File: config.mk
export PLATFORM = sky130hd
export DESIGN_NAME = dns_message_parser
export DESIGN_NICKNAME = d
export VERILOG_FILES = /design/src/rtl/core/dmp_pkg.sv /design/src/rtl/core/dns_message_parser.sv /design/src/rtl/core/dmp_front.sv /design/src/rtl/core/dmp_queue.sv
export SDC_FILE = /design/constraint.sdc
export NUM_CORES = 2
export LEC_CHECK = 0
export ABC_CLOCK_PERIOD_IN_PS = 14500
export BUFFER_PORTS_ARGS = -buffer_cell sky130_fd_sc_hd__buf_2
export CORE_MARGIN = 1.5
export CORE_UTILIZATION = 50
export CTS_BUF_LIST = sky130_fd_sc_hd__clkbuf_16
export DETAILED_ROUTE_END_ITERATION = 10
export PLACE_DENSITY = 0.67
export SLEW_MARGIN = 20
export SYNTH_ARGS = -nofsm -noshare
export SYNTH_HDL_FRONTEND = slang
export SYNTH_HIERARCHICAL = 1
export SYNTH_SLANG_ARGS = --single-unit
export TNS_END_PERCENT = 1
File: constraint.sdc
create_clock -name clk -period 14.5 [get_ports clk]
set_input_delay 3.625 -clock clk [delete_from_list [all_inputs] [get_ports clk]]
set_output_delay 3.625 -clock clk [all_outputs]
set_load 0.05 [all_outputs]
File: src/rtl/core/dmp_pkg.sv
// ---------------------------------------------------------------------------
// dmp_pkg
// shared types and constants for the dns message parser
// ---------------------------------------------------------------------------
package dmp_pkg;

    localparam int DefMaxQuestions = 8;
    localparam int DefOffsetBits   = 14;
    localparam logic [13:0] PtrMask = 14'h3fff;
    localparam logic [13:0] HeaderLast = 14'd11;

    localparam logic [2:0] KIND_HEADER   = 3'd0;
    localparam logic [2:0] KIND_NAME     = 3'd1;
    localparam logic [2:0] KIND_QUESTION = 3'd2;
    localparam logic [2:0] KIND_ANSWER   = 3'd3;
    localparam logic [2:0] KIND_DATA     = 3'd4;
    localparam logic [2:0] KIND_ERROR    = 3'd5;

    localparam logic [1:0] ERR_NONE      = 2'd0;
    localparam logic [1:0] ERR_NO_MATCH  = 2'd1;
    localparam logic [1:0] ERR_TRUNCATED = 2'd2;

    typedef struct packed {
        logic [2:0]  record_kind;
        logic [1:0]  error_code;
        logic [31:0] header_word;
        logic [63:0] section_counts;
        logic [15:0] record_type;
        logic [15:0] record_class;
        logic [31:0] time_to_live;
        logic [15:0] data_length;
        logic [2:0]  question_index;
        logic [7:0]  payload_byte;
        logic        last_of_run;
    } result_t;

endpackage

File: src/rtl/core/dns_message_parser.sv
// ---------------------------------------------------------------------------
// dns_message_parser
// streaming dns message parser, one byte per transfer
// ---------------------------------------------------------------------------
// input channel: in_valid/in_ready with data_byte and end_of_message, one
//   message byte per transfer in wire order
// output channel: out_valid/out_ready with one result per transfer; header,
//   name characters, questions, answers, data bytes and errors
// throughput: one byte per cycle while out_ready holds; every byte updates
//   the parser state in the cycle it is accepted
// output path: a result is registered in the parser and then written to a four
//   entry queue, from which it shows at the output
// stall: when out_ready is low the queue fills and in_ready drops once three
//   results wait; bytes that make no result still need the queue space check
// reset: parser returns to the header phase with counters cleared and the
//   queue empties; the question offset table is not cleared and is only read
//   for entries written in the current message
// ---------------------------------------------------------------------------
module dns_message_parser
    import dmp_pkg::*;
#(
    parameter int MAX_QUESTIONS = DefMaxQuestions,
    parameter int OFFSET_BITS   = DefOffsetBits
)
(
    input  logic        clk,
    input  logic        rst_n,
    input  logic        in_valid,
    output logic        in_ready,
    input  logic [7:0]  data_byte,
    input  logic        end_of_message,
    output logic        out_valid,
    input  logic        out_ready,
    output logic [2:0]  record_kind,
    output logic [1:0]  error_code,
    output logic [31:0] header_word,
    output logic [63:0] section_counts,
    output logic [15:0] record_type,
    output logic [15:0] record_class,
    output logic [31:0] time_to_live,
    output logic [15:0] data_length,
    output logic [2:0]  question_index,
    output logic [7:0]  payload_byte,
    output logic        last_of_run
);

    logic    in_fire, res_valid, almost_full;
    result_t res, q;

    assign in_ready = !almost_full;
    assign in_fire  = in_valid && in_ready;

    dmp_front #(
        .MAX_QUESTIONS(MAX_QUESTIONS),
        .OFFSET_BITS  (OFFSET_BITS)
    ) u_front (
        .clk           (clk),
        .rst_n         (rst_n),
        .in_fire       (in_fire),
        .data_byte     (data_byte),
        .end_of_message(end_of_message),
        .res_valid     (res_valid),
        .res           (res)
    );

    dmp_queue u_queue (
        .clk        (clk),
        .rst_n      (rst_n),
        .push       (res_valid),
        .push_data  (res),
        .pop_valid  (out_valid),
        .pop        (out_ready),
        .pop_data   (q),
        .almost_full(almost_full)
    );

    assign record_kind    = q.record_kind;
    assign error_code     = q.error_code;
    assign header_word    = q.header_word;
    assign section_counts = q.section_counts;
    assign record_type    = q.record_type;
    assign record_class   = q.record_class;
    assign time_to_live   = q.time_to_live;
    assign data_length    = q.data_length;
    assign question_index = q.question_index;
    assign payload_byte   = q.payload_byte;
    assign last_of_run    = q.last_of_run;

endmodule

File: src/rtl/core/dmp_front.sv
// ---------------------------------------------------------------------------
// dmp_front
// byte parser: tracks phase and counters, builds at most one result per byte
// ---------------------------------------------------------------------------
module dmp_front
    import dmp_pkg::*;
#(
    parameter int MAX_QUESTIONS = DefMaxQuestions,
    parameter int OFFSET_BITS   = DefOffsetBits
)
(
    input  logic        clk,
    input  logic        rst_n,
    input  logic        in_fire,
    input  logic [7:0]  data_byte,
    input  logic        end_of_message,
    output logic        res_valid,
    output result_t     res
);

    localparam int QW = (MAX_QUESTIONS > 1) ? $clog2(MAX_QUESTIONS) : 1;

    typedef enum logic [8:0] {
        PH_HEADER = 9'b000000001,
        PH_QLEN   = 9'b000000010,
        PH_QCHAR  = 9'b000000100,
        PH_QFIXED = 9'b000001000,
        PH_APTR   = 9'b000010000,
        PH_AFIXED = 9'b000100000,
        PH_ADATA  = 9'b001000000,
        PH_DONE   = 9'b010000000,
        PH_ERROR  = 9'b100000000
    } phase_t;

    phase_t                 phase_reg, phase_next;
    logic [OFFSET_BITS-1:0] offset_reg, offset_next;
    logic [3:0]             fcount_reg, fcount_next;
    logic [7:0]             label_reg, label_next;
    logic                   first_reg, first_next;
    logic [15:0]            qleft_reg, qleft_next;
    logic [15:0]            aleft_reg, aleft_next;
    logic [15:0]            dleft_reg, dleft_next;
    logic [31:0]            hdr_reg, hdr_next;
    logic [63:0]            cnt_reg, cnt_next;
    logic [63:0]            acc_reg, acc_next;
    logic [OFFSET_BITS-1:0] qstart_mem [MAX_QUESTIONS];

    logic [15:0]  qtotal, qidx, dec_d;
    logic         tbl_we;
    logic         found;
    logic [QW-1:0] hit_idx;
    logic [13:0]  ptr;
    logic [63:0]  acc_sh;
    logic         rv;
    result_t      r;

    assign qtotal = cnt_reg[63:48];
    assign qidx   = qtotal - qleft_reg;
    assign acc_sh = {acc_reg[55:0], data_byte};
    assign ptr    = acc_sh[13:0] & PtrMask;
    assign dec_d  = dleft_reg - 16'd1;

    // pointer match against stored question offsets, lowest question index wins
    always_comb
    begin
        found   = 1'b0;
        hit_idx = '0;
        for (int i = MAX_QUESTIONS - 1; i >= 0; i--)
        begin
            if (32'(i) < 32'(qtotal) &&
                14'(qstart_mem[i]) == ptr)
            begin
                found   = 1'b1;
                hit_idx = QW'(i);
            end
        end
    end

    always_comb
    begin
        phase_next  = phase_reg;
        offset_next = offset_reg + OFFSET_BITS'(1);
        fcount_next = fcount_reg;
        label_next  = label_reg;
        first_next  = first_reg;
        qleft_next  = qleft_reg;
        aleft_next  = aleft_reg;
        dleft_next  = dleft_reg;
        hdr_next    = hdr_reg;
        cnt_next    = cnt_reg;
        acc_next    = acc_reg;
        tbl_we      = 1'b0;
        rv          = 1'b0;
        r           = '0;
        case (phase_reg)
            PH_HEADER:
            begin
                if (offset_reg < OFFSET_BITS'(4))
                    hdr_next = {hdr_reg[23:0], data_byte};
                else
                    cnt_next = {cnt_reg[55:0], data_byte};
                if (14'(offset_reg) == HeaderLast)
                begin
                    rv               = 1'b1;
                    r.record_kind    = KIND_HEADER;
                    r.header_word    = hdr_reg;
                    r.section_counts = cnt_next;
                    qleft_next       = cnt_next[63:48];
                    aleft_next       = cnt_next[47:32];
                    fcount_next      = '0;
                    acc_next         = '0;
                    if (cnt_next[63:48] != 16'd0)
                    begin
                        phase_next = PH_QLEN;
                        first_next = 1'b1;
                    end
                    else if (cnt_next[47:32] != 16'd0)
                        phase_next = PH_APTR;
                    else
                        phase_next = PH_DONE;
                end
            end
            PH_QLEN:
            begin
                tbl_we     = first_reg && (32'(qidx) < 32'(MAX_QUESTIONS));
                first_next = 1'b0;
                if (data_byte == 8'd0)
                begin
                    phase_next  = PH_QFIXED;
                    fcount_next = '0;
                    acc_next    = '0;
                end
                else
                begin
                    if (!first_reg)
                    begin
                        rv               = 1'b1;
                        r.record_kind    = KIND_NAME;
                        r.question_index = qidx[2:0];
                        r.payload_byte   = 8'h2e;
                    end
                    label_next = data_byte;
                    phase_next = PH_QCHAR;
                end
            end
            PH_QCHAR:
            begin
                rv               = 1'b1;
                r.record_kind    = KIND_NAME;
                r.question_index = qidx[2:0];
                r.payload_byte   = data_byte;
                label_next       = label_reg - 8'd1;
                if (label_reg == 8'd1)
                    phase_next = PH_QLEN;
            end
            PH_QFIXED:
            begin
                acc_next    = acc_sh;
                fcount_next = fcount_reg + 4'd1;
                if (fcount_reg == 4'd3)
                begin
                    rv               = 1'b1;
                    r.record_kind    = KIND_QUESTION;
                    r.record_type    = acc_sh[31:16];
                    r.record_class   = acc_sh[15:0];
                    r.question_index = qidx[2:0];
                    qleft_next       = qleft_reg - 16'd1;
                    fcount_next      = '0;
                    acc_next         = '0;
                    if (qleft_reg != 16'd1)
                    begin
                        phase_next = PH_QLEN;
                        first_next = 1'b1;
                    end
                    else if (aleft_reg != 16'd0)
                        phase_next = PH_APTR;
                    else
                        phase_next = PH_DONE;
                end
            end
            PH_APTR:
            begin
                acc_next    = acc_sh;
                fcount_next = fcount_reg + 4'd1;
                if (fcount_reg == 4'd1)
                begin
                    fcount_next = '0;
                    acc_next    = '0;
                    if (!found)
                    begin
                        phase_next   = PH_ERROR;
                        rv           = 1'b1;
                        r.record_kind = KIND_ERROR;
                        r.error_code = ERR_NO_MATCH;
                    end
                    else
                    begin
                        label_next = 8'(hit_idx);
                        dleft_next = '0;
                        phase_next = PH_AFIXED;
                    end
                end
            end
            PH_AFIXED:
            begin
                if (fcount_reg < 4'd8)
                    acc_next = acc_sh;
                else
                    dleft_next = {dleft_reg[7:0], data_byte};
                fcount_next = fcount_reg + 4'd1;
                if (fcount_reg == 4'd9)
                begin
                    rv               = 1'b1;
                    r.record_kind    = KIND_ANSWER;
                    r.record_type    = acc_reg[63:48];
                    r.record_class   = acc_reg[47:32];
                    r.time_to_live   = acc_reg[31:0];
                    r.data_length    = dleft_next;
                    r.question_index = label_reg[2:0];
                    fcount_next      = '0;
                    if (dleft_next != 16'd0)
                        phase_next = PH_ADATA;
                    else
                    begin
                        aleft_next = aleft_reg - 16'd1;
                        acc_next   = '0;
                        phase_next = (aleft_reg != 16'd1) ? PH_APTR : PH_DONE;
                    end
                end
            end
            PH_ADATA:
            begin
                dleft_next       = dec_d;
                rv               = 1'b1;
                r.record_kind    = KIND_DATA;
                r.question_index = label_reg[2:0];
                r.payload_byte   = data_byte;
                r.last_of_run    = (dec_d == 16'd0);
                if (dec_d == 16'd0)
                begin
                    aleft_next  = aleft_reg - 16'd1;
                    fcount_next = '0;
                    acc_next    = '0;
                    phase_next  = (aleft_reg != 16'd1) ? PH_APTR : PH_DONE;
                end
            end
            default:
            begin
            end
        endcase

        if (end_of_message)
        begin
            if (phase_next != PH_DONE && phase_next != PH_ERROR)
            begin
                rv           = 1'b1;
                r            = '0;
                r.record_kind = KIND_ERROR;
                r.error_code = ERR_TRUNCATED;
            end
            phase_next  = PH_HEADER;
            offset_next = '0;
            fcount_next = '0;
            label_next  = '0;
            first_next  = 1'b1;
            qleft_next  = '0;
            aleft_next  = '0;
            dleft_next  = '0;
            hdr_next    = '0;
            cnt_next    = '0;
            acc_next    = '0;
        end
    end

    always_ff @(posedge clk or negedge rst_n)
    begin
        if (!rst_n)
        begin
            phase_reg  <= PH_HEADER;
            offset_reg <= '0;
            fcount_reg <= '0;
            label_reg  <= '0;
            first_reg  <= 1'b1;
            qleft_reg  <= '0;
            aleft_reg  <= '0;
            dleft_reg  <= '0;
            hdr_reg    <= '0;
            cnt_reg    <= '0;
            acc_reg    <= '0;
            res_valid  <= 1'b0;
        end
        else
        begin
            res_valid <= in_fire && rv;
            if (in_fire)
            begin
                phase_reg  <= phase_next;
                offset_reg <= offset_next;
                fcount_reg <= fcount_next;
                label_reg  <= label_next;
                first_reg  <= first_next;
                qleft_reg  <= qleft_next;
                aleft_reg  <= aleft_next;
                dleft_reg  <= dleft_next;
                hdr_reg    <= hdr_next;
                cnt_reg    <= cnt_next;
                acc_reg    <= acc_next;
            end
        end
    end

    always_ff @(posedge clk)
    begin
        if (in_fire)
            res <= r;
        if (in_fire && tbl_we)
            qstart_mem[qidx[QW-1:0]] <= offset_reg;
    end

    a_onehot: assert property (@(posedge clk) disable iff (!rst_n) $onehot(phase_reg))
        else $error("phase not one-hot");
    a_eom_restart: assert property (@(posedge clk) disable iff (!rst_n)
        in_fire && end_of_message |=> phase_reg == PH_HEADER && offset_reg == '0)
        else $error("no restart after message end");
    a_idle_hold: assert property (@(posedge clk) disable iff (!rst_n)
        !in_fire |=> !res_valid)
        else $error("result without byte");

endmodule

File: src/rtl/core/dmp_queue.sv
// ---------------------------------------------------------------------------
// dmp_queue
// small result fifo between parser and output port
// ---------------------------------------------------------------------------
module dmp_queue
    import dmp_pkg::*;
(
    input  logic    clk,
    input  logic    rst_n,
    input  logic    push,
    input  result_t push_data,
    output logic    pop_valid,
    input  logic    pop,
    output result_t pop_data,
    output logic    almost_full
);

    localparam int Depth = 4;

    result_t    mem [Depth];
    logic [1:0] wptr_reg, rptr_reg;
    logic [2:0] cnt_reg;

    assign pop_valid   = cnt_reg != 3'd0;
    assign pop_data    = mem[rptr_reg];
    // one result may already be in flight from the parser
    assign almost_full = cnt_reg >= 3'd3;

    always_ff @(posedge clk or negedge rst_n)
    begin
        if (!rst_n)
        begin
            wptr_reg <= '0;
            rptr_reg <= '0;
            cnt_reg  <= '0;
        end
        else
        begin
            if (push)
                wptr_reg <= wptr_reg + 2'd1;
            if (pop && pop_valid)
                rptr_reg <= rptr_reg + 2'd1;
            cnt_reg <= cnt_reg + 3'(push) - 3'(pop && pop_valid);
        end
    end

    always_ff @(posedge clk)
    begin
        if (push)
            mem[wptr_reg] <= push_data;
    end

    a_no_over: assert property (@(posedge clk) disable iff (!rst_n)
        push && !pop |-> cnt_reg < 3'd4)
        else $error("queue overflow");
    a_cnt: assert property (@(posedge clk) disable iff (!rst_n) cnt_reg <= 3'd4)
        else $error("bad count");
    a_under: assert property (@(posedge clk) disable iff (!rst_n)
        cnt_reg == 3'd0 && !push |=> cnt_reg == 3'd0)
        else $error("count from nothing");

endmodule
==> flow_metrics.py <==
metrics = {
    "clock_tree": {
        "cts_buffer_depth": 3,
        "cts-root-buf": "clkbuf_16",
        "post_cts_buffers": 0,
        "holdBufCountCts": 0,
        "path_clk_slew_ns": 0.06,
        "numCtsBuffers": 137,
        "tritoncts": "built",
        "clk_latency_ns": 0.75,
        "cts_resized": 0,
        "h-tree-depth": 4,
        "clock-sinks": 1329,
    },
    "worst_setup_path": {
        "cpMaxStageDelayCell": "dfrtp_4",
        "cp-end-kind": "output pin",
        "cp_max_fo": 56,
        "cp-startpoint": "u_queue/rptr_reg[1]",
        "critPathLaunchType": "register",
        "crit_required_ns": 10.88,
        "crit_family": "buffers and inverters",
        "crit_buf_inv": 3,
        "cpPeakStageDelay_ns": 0.87,
        "critPathKind": "register to output pin",
        "cp_common_cell": "buf_4",
        "rr_startpoint": "u_front/phase_reg[3]",
        "arrival_ns": 3.99,
        "crit_path_cell_trace": "buf_4 > buf_4 > mux4_2 > buf_2",
    },
    "global_routing": {
        "grt_pass1_wl_mm": 189,
        "grt_use_total": 0.225,
        "grt_max_degree": 166,
        "grt_pass1_vias": 29500,
        "antenna_found_initial": 5,
        "grt-ovfl-total": 0,
    },
    "routing": {
        "vias": 30200,
        "wl_mm": 125,
        "drtIter0Drc": 2965,
        "drc_errors": 0,
        "avgViaCountPerCell": 6.01,
        "wire_per_inst_um": 24.8,
        "dr.pass1.iters": 6,
        "ant_nets": 0,
    },
    "finish": {
        "final_common_cell": "edfxtp_1",
        "area_growth_pct": 12.0,
        "multi_input_area_um2": 15000,
        "filler_cell_count": 8373,
        "seqCellArea_um2": 38700,
        "largest_register": "u_queue/mem",
        "nets": 3545,
        "largest_register_ffs": 772,
        "layout_common_cells": "edfxtp_1 (1,077), dfrtp_1 (248), buf_2 (206)",
        "layout-drive-gt1-share": 0.224,
    },
    "yosys": {
        "ys_seq_elements": 1329,
        "synthCells": 3307,
        "yosys_warnings": 6,
        "ys_types": 83,
        "avgSynthCellArea_um2": 16.6,
        "synth_top_area_cell": "edfxtp_1",
        "synthArstFlopShare": 0.190,
        "synth_nets": 3355,
        "synth_top_area_frac": 0.590,
        "synth_area_um2": 54800,
        "synth-seq-area-share": 0.706,
        "synth_enable_flop_cells": 1077,
        "ys.flop_type": "edfxtp_1",
        "synthTopCellsByArea": "edfxtp_1 (59%), dfrtp_1 (11%), mux4_2 (7.9%)",
    },
    "power": {
        "swShare": 0.347,
        "netSwitchingPower_w": 0.00394,
        "p_seq_frac": 0.438,
        "leakage_nw": 21.3,
        "combPwrFrac": 0.269,
        "cellPowerDensity_nw_per_um2": 185,
        "pwr-share-clk": 0.293,
        "power.internal_w": 0.00740,
        "max-vdd-ir-drop_mv": 0.114,
    },
    "timing": {
        "hold_ws_ns": 0.463,
        "timing.fmax_ghz": 0.131,
        "min_period_ns": 7.62,
        "setup_violations": 0,
        "fin_setup_tns_ns": 0,
        "hold_viol_final": 0,
        "tightestPinTransition_ns": 1.18,
        "period_share": 0.525,
        "maxSlewHeadroom": 0.209,
        "drv_slew": 0,
        "rsz0062_at_grt": "false",
        "clock_skew_ns": 0.0336,
        "fin_ws_ns": 6.88,
    },
    "floorplan": {
        "start_util": 0.504,
        "dieWidth_um": 334,
        "die_area_um2": 112000,
        "core_region_area_um2": 109000,
        "rows": 121,
        "io_pins": 208,
        "die_y_um": 334,
    },
    "placed_design": {
        "dp_hpwl_mm": 76.7,
        "gp_congestion": 0.895,
        "dpl_worst_slack_ns": 7.13,
        "numPortBuffers": 207,
    },
    "hold_path": {
        "hp-start": "u_front/hdr_reg[28]",
        "min_path_type": "register to register",
    },
    "job": {
        "max_cap_violations": 0,
    },
    "outcome": {
        "status": "finished clean",
    },
}
-- stage by stage --
| step | instance area, um2 | power (W) | utilization | std cells |
|---|---|---|---|---|
| 6_report | 61400 | 0.0113 | 0.565 | 5026 |
| 5_1_grt | 61400 | 0.0118 | 0.564 | 5025 |
| 4_1_cts | 61400 | 0.0115 | 0.564 | 5025 |
| 3_5_place_dp | 57100 | 0.00814 | 0.525 | 4772 |
| 3_3_place_gp | 57100 | 0.00812 | 0.525 | 4772 |
| 2_1_floorplan | 54800 | 0.00737 | - | 3307 |
-- final timing paths --
kind | cells past startpoint | endpoint | slack, ns
setup / recovery | 4 | time_to_live[4] | 6.88
hold / removal | 2 | u_front/hdr_reg[28] | 0.46
setup reg to reg | 10 | u_front/res[85] | 9.40
hold reg to reg | 2 | u_front/hdr_reg[28] | 0.46
max in group asynchronous | 2 | u_front/hdr_reg[31] | 10.12
min in group asynchronous | 1 | u_front/acc_reg[34] | 2.94
-- power groups by stage --
| stage | sequential (W) | clock (W) | combinational (W) |
|---|---|---|---|
| floorplan | 0.00489 | 0 | 0.00249 |
| global placement | 0.00503 | 0 | 0.00310 |
| detailed placement | 0.00504 | 0 | 0.00310 |
| CTS | 0.00497 | 0.00339 | 0.00311 |
| global route | 0.00501 | 0.00354 | 0.00322 |
| finish | 0.00496 | 0.00332 | 0.00305 |
-- area by class of cell --
type,count,share of cell area
repair buffers,260,0.0239
flip-flops and latches,1329,0.630
diodes,1,0.0000408
clock inverters,113,0.0127
inverters,43,0.00263
clock buffers,140,0.0571
multi-input cells,1726,0.245
well taps,1414,0.0288
-- tightest hold or removal path: cells and delay by family (launching register included) --
kind | cells | cell delay, ns
flip-flops | 1 | 0.34
AND/OR/NAND/NOR | 2 | 0.10
-- logic make-up (layout without fill, tap and decap cells) --
| kind of cell | Yosys count | count (layout) | synth area share |
|---|---|---|---|
| DFF | 1329 | 1329 | 0.706 |
| and+or+nand+nor | 796 | 796 | 0.0862 |
| AOI/OAI and AO/OA | 489 | 489 | 0.0619 |
| muxes | 268 | 268 | 0.0931 |
| buffers and inverters | 252 | 556 | 0.0228 |
| xor gates and xnor gates | 138 | 138 | 0.0221 |
| adders and majority gates | 35 | 35 | 0.00827 |
| other | 0 | 1 | 0 |
-- routing by layer --
| metal | vias up | track usage | part of all wire |
|---|---|---|---|
| li1 | 13400 | - | - |
| met1 | 15500 | 0.332 | 0.44 |
| met2 | 1123 | 0.338 | 0.47 |
| met3 | 221 | 0.0448 | 0.068 |
| met4 | 6 | 0.0703 | 0.026 |
| met5 | - | 0 | 0.00022 |
-- synthesized netlist by cell type (13+ instances only) --
cell type	count
o22ai_1	14
nor3b_1	24
nor4_1	67
ha_1	33
nor3b_2	59
a21oi_1	71
nor2_1	150
nor3_2	67
o21ai_0	117
nand3_1	56
o31ai_1	18
a21o_1	13
a31oi_1	19
buf_2	54
xor2_1	99
nor3_1	54
inv_1	43
xnor2_1	39
a22oi_1	37
or3_1	18
dfrtp_1	250
mux2i_1	72
nand4_1	27
buf_6	28
edfxtp_1	1077
a22o_1	128
clkbuf_1	113
mux4_2	193
nand2_1	194
(Power assumes the default switching activity.)
